[config.mk]
export PLATFORM = sky130hd
export DESIGN_NAME = tapph_merge_flat
export DESIGN_NICKNAME = d
export VERILOG_FILES = /design/src/rtl/tapph_pkg.sv /design/src/rtl/tapph_if.sv /design/src/rtl/tapph_merge.sv /design/src/flat_wrapper.sv
export SDC_FILE = /design/constraint.sdc
export NUM_CORES = 1
export LEC_CHECK = 0
export BUFFER_PORTS_ARGS = -buffer_cell sky130_fd_sc_hd__buf_2
export CELL_PAD_IN_SITES_DETAIL_PLACEMENT = 1
export CELL_PAD_IN_SITES_GLOBAL_PLACEMENT = 1
export CORE_MARGIN = 5
export CORE_UTILIZATION = 30
export DETAILED_ROUTE_END_ITERATION = 7
export PLACE_DENSITY = 0.81
export SLEW_MARGIN = 25
export SYNTH_ARGS = -nofsm -noshare
export SYNTH_HDL_FRONTEND = slang
export SYNTH_SLANG_ARGS = --single-unit
[constraint.sdc]
create_clock -name clk -period 0.8 [get_ports clk]
set_input_delay 0.08 -clock clk [delete_from_list [all_inputs] [get_ports clk]]
set_output_delay 0.08 -clock clk [all_outputs]
set_load 0.03 [all_outputs]
[src/rtl/tapph_pkg.sv]
`timescale 1ns / 1ps
// ----------------------------------------------------------------------------
// tapph_pkg
// Types, constants and register codes of the position-hold controller.
// ----------------------------------------------------------------------------
package tapph_pkg;

  localparam int DISP_WIDTH_DEF = 24;
  localparam int GAIN_W         = 32;
  localparam int LIM_W          = 16;
  localparam int INTEG_W        = 26;
  localparam int ANGLE_W        = 12;
  localparam int ANGLE_MAX      = 1664;
  localparam int ACC_W          = 64;
  localparam int FRAC_SHIFT     = 16;
  localparam int LANE_STAGES    = 7;
  localparam int CNT_W          = 3;
  localparam int CFG_ADDR_W     = 5;
  localparam int CFG_DATA_W     = 32;
  localparam int CFG_IDX_W      = 3;

  localparam logic signed [ACC_W-1:0] ROUND_HALF = 64'sd32768;
  localparam logic signed [ACC_W-1:0] ACC_CLAMP  = 64'sh1000_0000_0000_0000;
  localparam logic signed [ACC_W-1:0] INNER_MAX  = 64'sh0000_0000_7FFF_FFFF;
  localparam logic signed [ACC_W-1:0] INNER_MIN  = 64'shFFFF_FFFF_8000_0000;

  localparam logic [CFG_IDX_W-1:0] REG_GAIN_P_X    = 3'd0;
  localparam logic [CFG_IDX_W-1:0] REG_GAIN_I_X    = 3'd1;
  localparam logic [CFG_IDX_W-1:0] REG_GAIN_D_X    = 3'd2;
  localparam logic [CFG_IDX_W-1:0] REG_GAIN_P_Y    = 3'd3;
  localparam logic [CFG_IDX_W-1:0] REG_GAIN_I_Y    = 3'd4;
  localparam logic [CFG_IDX_W-1:0] REG_GAIN_D_Y    = 3'd5;
  localparam logic [CFG_IDX_W-1:0] REG_INTEG_LIMIT = 3'd6;
  localparam logic [CFG_IDX_W-1:0] REG_GROUND_THR  = 3'd7;

  localparam logic signed [GAIN_W-1:0] RST_GAIN_P_X = 32'sd2949;
  localparam logic signed [GAIN_W-1:0] RST_GAIN_I_X = 32'sd468;
  localparam logic signed [GAIN_W-1:0] RST_GAIN_D_X = 32'sd2293760;
  localparam logic signed [GAIN_W-1:0] RST_GAIN_P_Y = 32'sd2949;
  localparam logic signed [GAIN_W-1:0] RST_GAIN_I_Y = 32'sd229;
  localparam logic signed [GAIN_W-1:0] RST_GAIN_D_Y = 32'sd2464153;
  localparam logic [LIM_W-1:0]         RST_INTEG_LIM = 16'd50000;
  localparam logic [LIM_W-1:0]         RST_GROUND_THR = 16'd220;

  typedef struct packed {
    logic signed [GAIN_W-1:0] p;
    logic signed [GAIN_W-1:0] i;
    logic signed [GAIN_W-1:0] d;
  } lane_gains_t;

  typedef struct packed {
    logic start;
    logic clear;
  } lane_ctl_t;

endpackage

[src/rtl/tapph_if.sv]


interface tapph_out_if #(
  parameter int DISP_WIDTH = tapph_pkg::DISP_WIDTH_DEF
);
  logic                               valid;
  logic                               ready;
  logic signed [tapph_pkg::ANGLE_W-1:0] angle_x;
  logic signed [tapph_pkg::ANGLE_W-1:0] angle_y;
  logic signed [DISP_WIDTH:0]         delta_x;
  logic signed [DISP_WIDTH:0]         delta_y;

  modport source (output valid, output angle_x, output angle_y, output delta_x,
                  output delta_y, input ready);
  modport sink   (input valid, input angle_x, input angle_y, input delta_x,
                  input delta_y, output ready);
endinterface

[src/rtl/tapph_merge.sv]
`timescale 1ns / 1ps
// ----------------------------------------------------------------------------
// tapph_merge
// Combine both lane results into one result transfer and hold it.
// ----------------------------------------------------------------------------
module tapph_merge #(
  parameter int DISP_WIDTH = tapph_pkg::DISP_WIDTH_DEF
) (
  input  logic                                 clk,
  input  logic                                 rst_n,
  input  logic                                 load,
  output logic                                 free,
  input  logic signed [tapph_pkg::ANGLE_W-1:0] angle_x,
  input  logic signed [tapph_pkg::ANGLE_W-1:0] angle_y,
  input  logic signed [DISP_WIDTH:0]           delta_x,
  input  logic signed [DISP_WIDTH:0]           delta_y,
  tapph_out_if.source                          out_ch
);

  logic                                 valid_r;
  logic signed [tapph_pkg::ANGLE_W-1:0] angle_x_r;
  logic signed [tapph_pkg::ANGLE_W-1:0] angle_y_r;
  logic signed [DISP_WIDTH:0]           delta_x_r;
  logic signed [DISP_WIDTH:0]           delta_y_r;

  assign free = !valid_r || out_ch.ready;

  always_ff @(posedge clk) begin
    if (!rst_n) begin
      valid_r <= 1'b0;
    end else if (load) begin
      valid_r <= 1'b1;
    end else if (out_ch.ready) begin
      valid_r <= 1'b0;
    end
  end

  always_ff @(posedge clk) begin
    if (load) begin
      angle_x_r <= angle_x;
      angle_y_r <= angle_y;
      delta_x_r <= delta_x;
      delta_y_r <= delta_y;
    end
  end

  assign out_ch.valid   = valid_r;
  assign out_ch.angle_x = angle_x_r;
  assign out_ch.angle_y = angle_y_r;
  assign out_ch.delta_x = delta_x_r;
  assign out_ch.delta_y = delta_y_r;

endmodule

[src/flat_wrapper.sv]
// flat-port wrapper written by rule: the top's interface ports become plain ports
module tapph_merge_flat 
#(
  parameter int DISP_WIDTH = tapph_pkg::DISP_WIDTH_DEF
)
  (clk, rst_n, load, free, angle_x, angle_y, delta_x, delta_y, out_ch_valid, out_ch_angle_x, out_ch_angle_y, out_ch_delta_x, out_ch_delta_y, out_ch_ready);
  tapph_out_if #(.DISP_WIDTH(DISP_WIDTH)) out_ch_i ();
  input  logic clk;
  input  logic rst_n;
  input  logic load;
  output logic free;
  input  logic signed [tapph_pkg::ANGLE_W-1:0] angle_x;
  input  logic signed [tapph_pkg::ANGLE_W-1:0] angle_y;
  input  logic signed [DISP_WIDTH:0] delta_x;
  input  logic signed [DISP_WIDTH:0] delta_y;
  output wire logic [$bits(out_ch_i.valid)-1:0] out_ch_valid;
  output wire logic [$bits(out_ch_i.angle_x)-1:0] out_ch_angle_x;
  output wire logic [$bits(out_ch_i.angle_y)-1:0] out_ch_angle_y;
  output wire logic [$bits(out_ch_i.delta_x)-1:0] out_ch_delta_x;
  output wire logic [$bits(out_ch_i.delta_y)-1:0] out_ch_delta_y;
  input wire logic [$bits(out_ch_i.ready)-1:0] out_ch_ready;
  assign out_ch_valid = out_ch_i.valid;
  assign out_ch_angle_x = out_ch_i.angle_x;
  assign out_ch_angle_y = out_ch_i.angle_y;
  assign out_ch_delta_x = out_ch_i.delta_x;
  assign out_ch_delta_y = out_ch_i.delta_y;
  assign out_ch_i.ready = out_ch_ready;
  tapph_merge #(.DISP_WIDTH(DISP_WIDTH)) u_core (.clk(clk), .rst_n(rst_n), .load(load), .free(free), .angle_x(angle_x), .angle_y(angle_y), .delta_x(delta_x), .delta_y(delta_y), .out_ch(out_ch_i));
endmodule
==> reports/metrics.csv, run 1 <==
stage,metric,value,unit
outcome,status,"finished, violations left",
outcome,violations,negative setup slack,
routing,drt_wl_total,7.896,mm
grt,antenna_found_initial,0,
setup_path,cp_max_fo,1,
routing,drtIter0Drc,113,
grt,grt_pass1_wl,12.08,mm
grt,grt_use_met2,33.01,%
grt,grt-busiest-layer,met2,
finish,final_nets,399,
sta,setup_viol,76,
routing,viasPerCell,4.040,
yosys,ys_async_sr_fraction,0,%
yosys,netlist_top_cells_area,"edfxtp_1, dfxtp_1, nand2b_4",
sta,finalCriticalPeriod,1002,ps
place,finalWeightedCongestion,0.7062,
yosys,synth_nets,156,
sta,relSlewSlack,87.66,%
yosys,yosys.area.top_type,edfxtp_1,
yosys,synth_area,2271,sq um
yosys,synth.most_common_cell,edfxtp_1,
yosys,seq_area_frac_synth,98.73,%
routing,ant_nets,0,
sta,skew,0,ps
setup_path,slowest_delay,420,ps
finish,n_antenna_cell,0,
sta,fin_ws,-201.8,ps
setup_path,start_kind,flop,
yosys,syn_area_per_cell,29.11,sq um
min_path,hp-class,in2reg,
sta,grt_setup_unrepaired,yes,
finish,fin_cells,425,
sta,max_freq,998.2,MHz
finish,syn_to_final_growth,105.0,%
routing,route.detailed.drc,0,
grt,use_met3,6.115,%
routing,via_count,1717,
floorplanning,die_h,97.01,microns
cts,clk_path_buf_depth,2,
min_path,worstHoldPathCells,4,
grt,grt_pass1_vias,2009,
sta,hold-worst-slack,142.2,ps
setup_path,arrival,920,ps
finish,n_fill_cell,669,
routing,dr.pass1.iters,4,
cts,cts_tree,done,
sta,fin_crit_sh,125.2,%
job,maxCapViolations,0,
pwr,power.leakage,1.959,nW
place,placed_cells,333,
yosys,synth-seq-cells,75,
setup_path,crit_start,u_core.out_ch.angle_y[9]$_DFFE_PP_,
finish,final_util,63.49,%
setup_path,required,720,ps
grt,grt_overflow,0,
sta,finalSetupTns,-12030,ps
place,dp_hpwl,4.490,mm
min_path,min_from,out_ch_ready,
finish,finalInstanceArea,4654,sq um
setup_path,cp_num_buf_inv,1,
floorplanning,die_area,9410,sq um
cts,ctsRootBufferMaster,clkbuf_8,
yosys,synth.distinct_cells,5,
sta,worst_pin_slew,185.2,ps
yosys,yosys_warnings,0,
place,placed_area,3212,sq um
floorplanning,die_x,97.01,microns
grt,grt_start_max_net_pins,35,
setup_path,crit_chain,buf_6,
cts,htreeDepth,3,
floorplanning,coreArea,7331,sq um
sta,timing.final.hold_violations,0,
floorplanning,start_util,30.98,%
place,io_buffers,153,
grt,grt_use_met1,16.91,%
yosys,synth_edf_count,74,
setup_path,end_kind,output pin,
yosys,postSynthCellCount,78,
yosys,yosys.area.top_type_share,97.85,%
setup_path,worst-setup-path-type,reg2out,
floorplanning,pin_count,154,
min_path,hold_path_end,u_core.out_ch.valid$_SDFFE_PN0P_,
setup_path,crit_family,flip-flops,
setup_path,rr_endpoint,u_core.out_ch.valid$_SDFFE_PN0P_,
routing,routedWlPerCell,18.58,microns
setup_path,reg2reg_from,u_core.out_ch.valid$_SDFFE_PN0P_,
cts,cts.clk_slew.worst_paths,80,ps
cts,cts_buffers,9,
pwr,vdd_drop_max,1.588,mV
yosys,ys.flop_type,edfxtp_1,
pwr,pwr_density_cell,2105,nW/um^2
cts,cts_sinks,75,
floorplanning,rows,31,
setup_path,r2r_slack,40,ps
sta,drv_slew,0,
yosys,synth_top_cells_by_count,"edfxtp_1, a21boi_2, dfxtp_1, inv_1, nand2b_4",
finish,layout-drive-gt1-share,53.07,%
setup_path,rr_worst_depth,3,
cts,worstSkewPairLatency,330,ps
setup_path,cpMaxStageDelayCell,edfxtp_1,
grt,grt_use_total,17.25,%
-- final cells by class --
class	count	area, sq um	area share (%)
inverter	1	3.754	0.08065
clock inverter	5	77.57	1.667
clock buffer	11	131.4	2.823
multi-input combinational	2	25.02	0.5376
tap	99	123.9	2.661
timing repair buffer	232	2049	44.03
sequential	75	2243	48.20
-- layout by cell type (no fill, tap or decap), drive strengths merged --
cell type and count:
clkbuf 11, clkinv 3, dlygate4sd3 75, a21boi 1
bufinv 2, edfxtp 74, inv 1, dfxtp 1
buf 157, nand2b 1
-- worst max path at each step --
| stage | slack (ps) | endpoint | cells after the start |
|---|---|---|---|
| after floorplan | 50 | u_core.out_ch.valid$_SDFFE_PN0P_ | 2 |
| final | -200 | out_ch_angle_y[9] | 1 |
| after detailed placement | 60 | u_core.out_ch.delta_y[15]$_DFFE_PP_ | 2 |
| after global routing | -250 | out_ch_delta_y[19] | 1 |
| after CTS | -210 | out_ch_delta_y[1] | 1 |
| after global placement | 60 | u_core.out_ch.delta_y[15]$_DFFE_PP_ | 2 |
-- repair_timing --
action                                 CTS  global route
endpoints found under the hold margin   75             0
resized for setup                      152             0
hold buffers                            75             0
setup endpoints to repair               76            76
setup buffers                            0             1
-- kinds of logic (layout without fill, tap and decap cells) --
kind of cell / count (synthesis) / count (layout) / share of synthesized area [%]
AOI/OAI and AO/OA: 1 / 1 / 0.4958
buffers and inverters: 1 / 249 / 0.1651
DFF: 75 / 75 / 98.73
and+or+nand+nor: 1 / 1 / 0.6059
-- power by group --
group / switching [mW] / leakage [nW] / total (mW) / internal [mW]
sequential: 0.156 / 0.733 / 4.82 / 4.67
clock: 1.32 / 0.105 / 3.07 / 1.75
combinational: 0.955 / 1.12 / 1.90 / 0.947
total: 2.43 / 1.96 / 9.80 / 7.36
-- layer usage --
layer  up-vias  part of all wire, %
met4         0                  1.5
met5         -                    0
met3        10                  8.0
met1       813                   33
met2        94                   57
li1        800                    -
-- registers in the layout, summed over array words and instances (netlist names) --
name,cells
u_core.out_ch.delta_y,25
u_core.out_ch.angle_y,12
u_core.out_ch.delta_x,25
u_core.out_ch.angle_x,12
u_core.out_ch.valid,1
-- stage by stage --
step / setup WS [ps] / power, mW
after floorplan: 48.24 / 5.483
after global placement: 64.98 / 6.036
after detailed placement: 57.83 / 6.070
after CTS: -207.3 / 9.868
after global routing: -248.9 / 10.21
final: -201.8 / 9.796
Note: power is estimated with default switching activity, not from simulation.
==> run 2, diff against run 1 <==
Clock period 0.8 ns to 1.1 ns, I/O delays scaled along.
==> reports/metrics.csv, run 2 (synthesized netlist as in run 1, its figures left out) <==
stage,metric,value,unit,change
place,finalWeightedCongestion,0.7148,,+1.2%
cts,htreeDepth,3,,unchanged
setup_path,cp_num_buf_inv,1,,unchanged
pwr,power.leakage,1.778,nW,-9.2%
setup_path,arrival,930,ps,about the same
place,dp_hpwl,4.501,mm,+0.24%
place,placed_area,3203,sq um,-0.27%
routing,routedWlPerCell,16.79,microns,-9.6%
floorplanning,die_x,97.01,microns,unchanged
cts,cts.clk_slew.worst_paths,80,ps,about the same
finish,syn_to_final_growth,82.81,%,
sta,fin_crit_sh,94.80,%,
setup_path,start_kind,flop,,
sta,finalCriticalPeriod,1043,ps,
setup_path,r2r_slack,510,ps,+470 ps
sta,timing.final.hold_violations,0,,unchanged
floorplanning,die_area,9410,sq um,unchanged
outcome,status,finished clean,,
setup_path,slowest_delay,400,ps,-20 ps
cts,cts_tree,done,,
setup_path,reg2reg_from,u_core.out_ch.valid$_SDFFE_PN0P_,,
setup_path,worst-setup-path-type,reg2out,,
cts,cts_sinks,75,,unchanged
sta,hold-worst-slack,48.36,ps,-93.88 ps
pwr,vdd_drop_max,0.7167,mV,-55%
floorplanning,pin_count,154,,unchanged
grt,grt_pass1_wl,11.21,mm,-7.2%
min_path,hp-class,in2reg,,
routing,viasPerCell,4.061,,+0.52%
cts,cts_buffers,9,,unchanged
pwr,pwr_density_cell,1586,nW/um^2,-25%
grt,grt_start_max_net_pins,36,,+2.9%
sta,grt_setup_unrepaired,no,,
finish,layout-drive-gt1-share,53.09,%,about the same
floorplanning,start_util,30.98,%,unchanged
setup_path,crit_start,u_core.out_ch.angle_x[9]$_DFFE_PP_,,
floorplanning,coreArea,7331,sq um,unchanged
grt,grt_overflow,0,,unchanged
grt,grt_use_total,15.61,%,-1.6 points
finish,final_common_cell,buf_2,,
finish,finalInstanceArea,4151,sq um,-11%
setup_path,crit_chain,buf_2,,
routing,dr.pass1.iters,2,,-2
cts,clk_path_buf_depth,2,,unchanged
setup_path,end_kind,output pin,,
setup_path,cpMaxStageDelayCell,edfxtp_1,,
finish,n_fill_cell,741,,+11%
routing,drt_wl_total,7.137,mm,-9.6%
routing,drtIter0Drc,42,,-63%
setup_path,crit_family,flip-flops,,
routing,ant_nets,0,,unchanged
finish,final_util,56.63,%,-6.9 points
grt,antenna_found_initial,2,,+2
floorplanning,rows,31,,unchanged
setup_path,cp_max_fo,1,,unchanged
cts,worstSkewPairLatency,330,ps,about the same
sta,setup_viol,0,,-100%
finish,final_cell_mix,"buf_2, dlygate4sd3_1, edfxtp_1",,
floorplanning,die_h,97.01,microns,unchanged
grt,grt_pass1_vias,2071,,+3.1%
sta,skew,0,ps,unchanged
job,maxCapViolations,0,,unchanged
setup_path,required,990,ps,+270 ps
routing,route.detailed.drc,0,,unchanged
place,io_buffers,153,,unchanged
min_path,min_from,out_ch_ready,,
sta,drv_slew,0,,unchanged
cts,ctsRootBufferMaster,clkbuf_8,,
finish,final_nets,397,,-0.50%
sta,relSlewSlack,87.47,%,-0.19 points
routing,via_count,1726,,+0.52%
sta,max_freq,959.0,MHz,
sta,finalSetupTns,0,ps,+12030 ps
sta,worst_pin_slew,188.0,ps,+2.809 ps
run 2: changes by cell type in the layout (fill, tap and decap cells not counted):
cell,delta
buf_2,+76
buf_4,-2
buf_6,-76
bufinv_16,-1
clkbuf_1,-2
clkinv_1,+1
clkinvlp_4,+1
diode_2,+2
inv_6,+1
run 2: metal layers:
metal,vias to the layer above,wire [microns],track usage (%)
met2,95,3900,28.34
li1,800,-,-
met5,-,0,0
met1,827,2633,16.58
met4,0,51,6.156
met3,4,553,5.180
run 2: where the power goes:
group	internal, mW	leakage, nW	total [mW]	switching [mW]
registers	3.39	0.733	3.45	0.0619
clock network	1.04	0.0947	2.02	0.978
logic	0.433	0.950	1.12	0.685
run 2: stage by stage:
stage	total power, mW	worst slack [ps]	std cells
after detailed placement	4.418	256.1	332
after floorplan	3.987	219.3	78
after global routing	6.893	4.256	425
after global placement	4.384	275.0	332
after CTS	6.662	2.649	423
final	6.584	57.20	425
run 2: cell type report:
type	instances	area, sq um	area share (%)
multi-input combinational	2	25.02	0.6028
clock inverter	7	67.56	1.627
timing repair buffer	230	1559	37.55
inverter	1	3.754	0.09042
clock buffer	9	123.9	2.984
tap	99	123.9	2.984
sequential	75	2243	54.04
antenna	2	5.005	0.1206
run 2: final timing paths:
kind                                 endpoint  depth (start not counted)
max reg2reg  u_core.out_ch.valid$_SDFFE_PN0P_                          2
min reg2reg  u_core.out_ch.valid$_SDFFE_PN0P_                          2
min          u_core.out_ch.valid$_SDFFE_PN0P_                          3
max                         out_ch_angle_x[9]                          1
run 2: what timing repair did:
| action | in CTS | in global routing |
|---|---|---|
| buffers inserted | 0 | 0 |
| endpoints found under the hold margin | 75 | 0 |
| setup endpoints to repair | 0 | 1 |
| hold buffers | 75 | 0 |
| resized for setup | 0 | 1 |
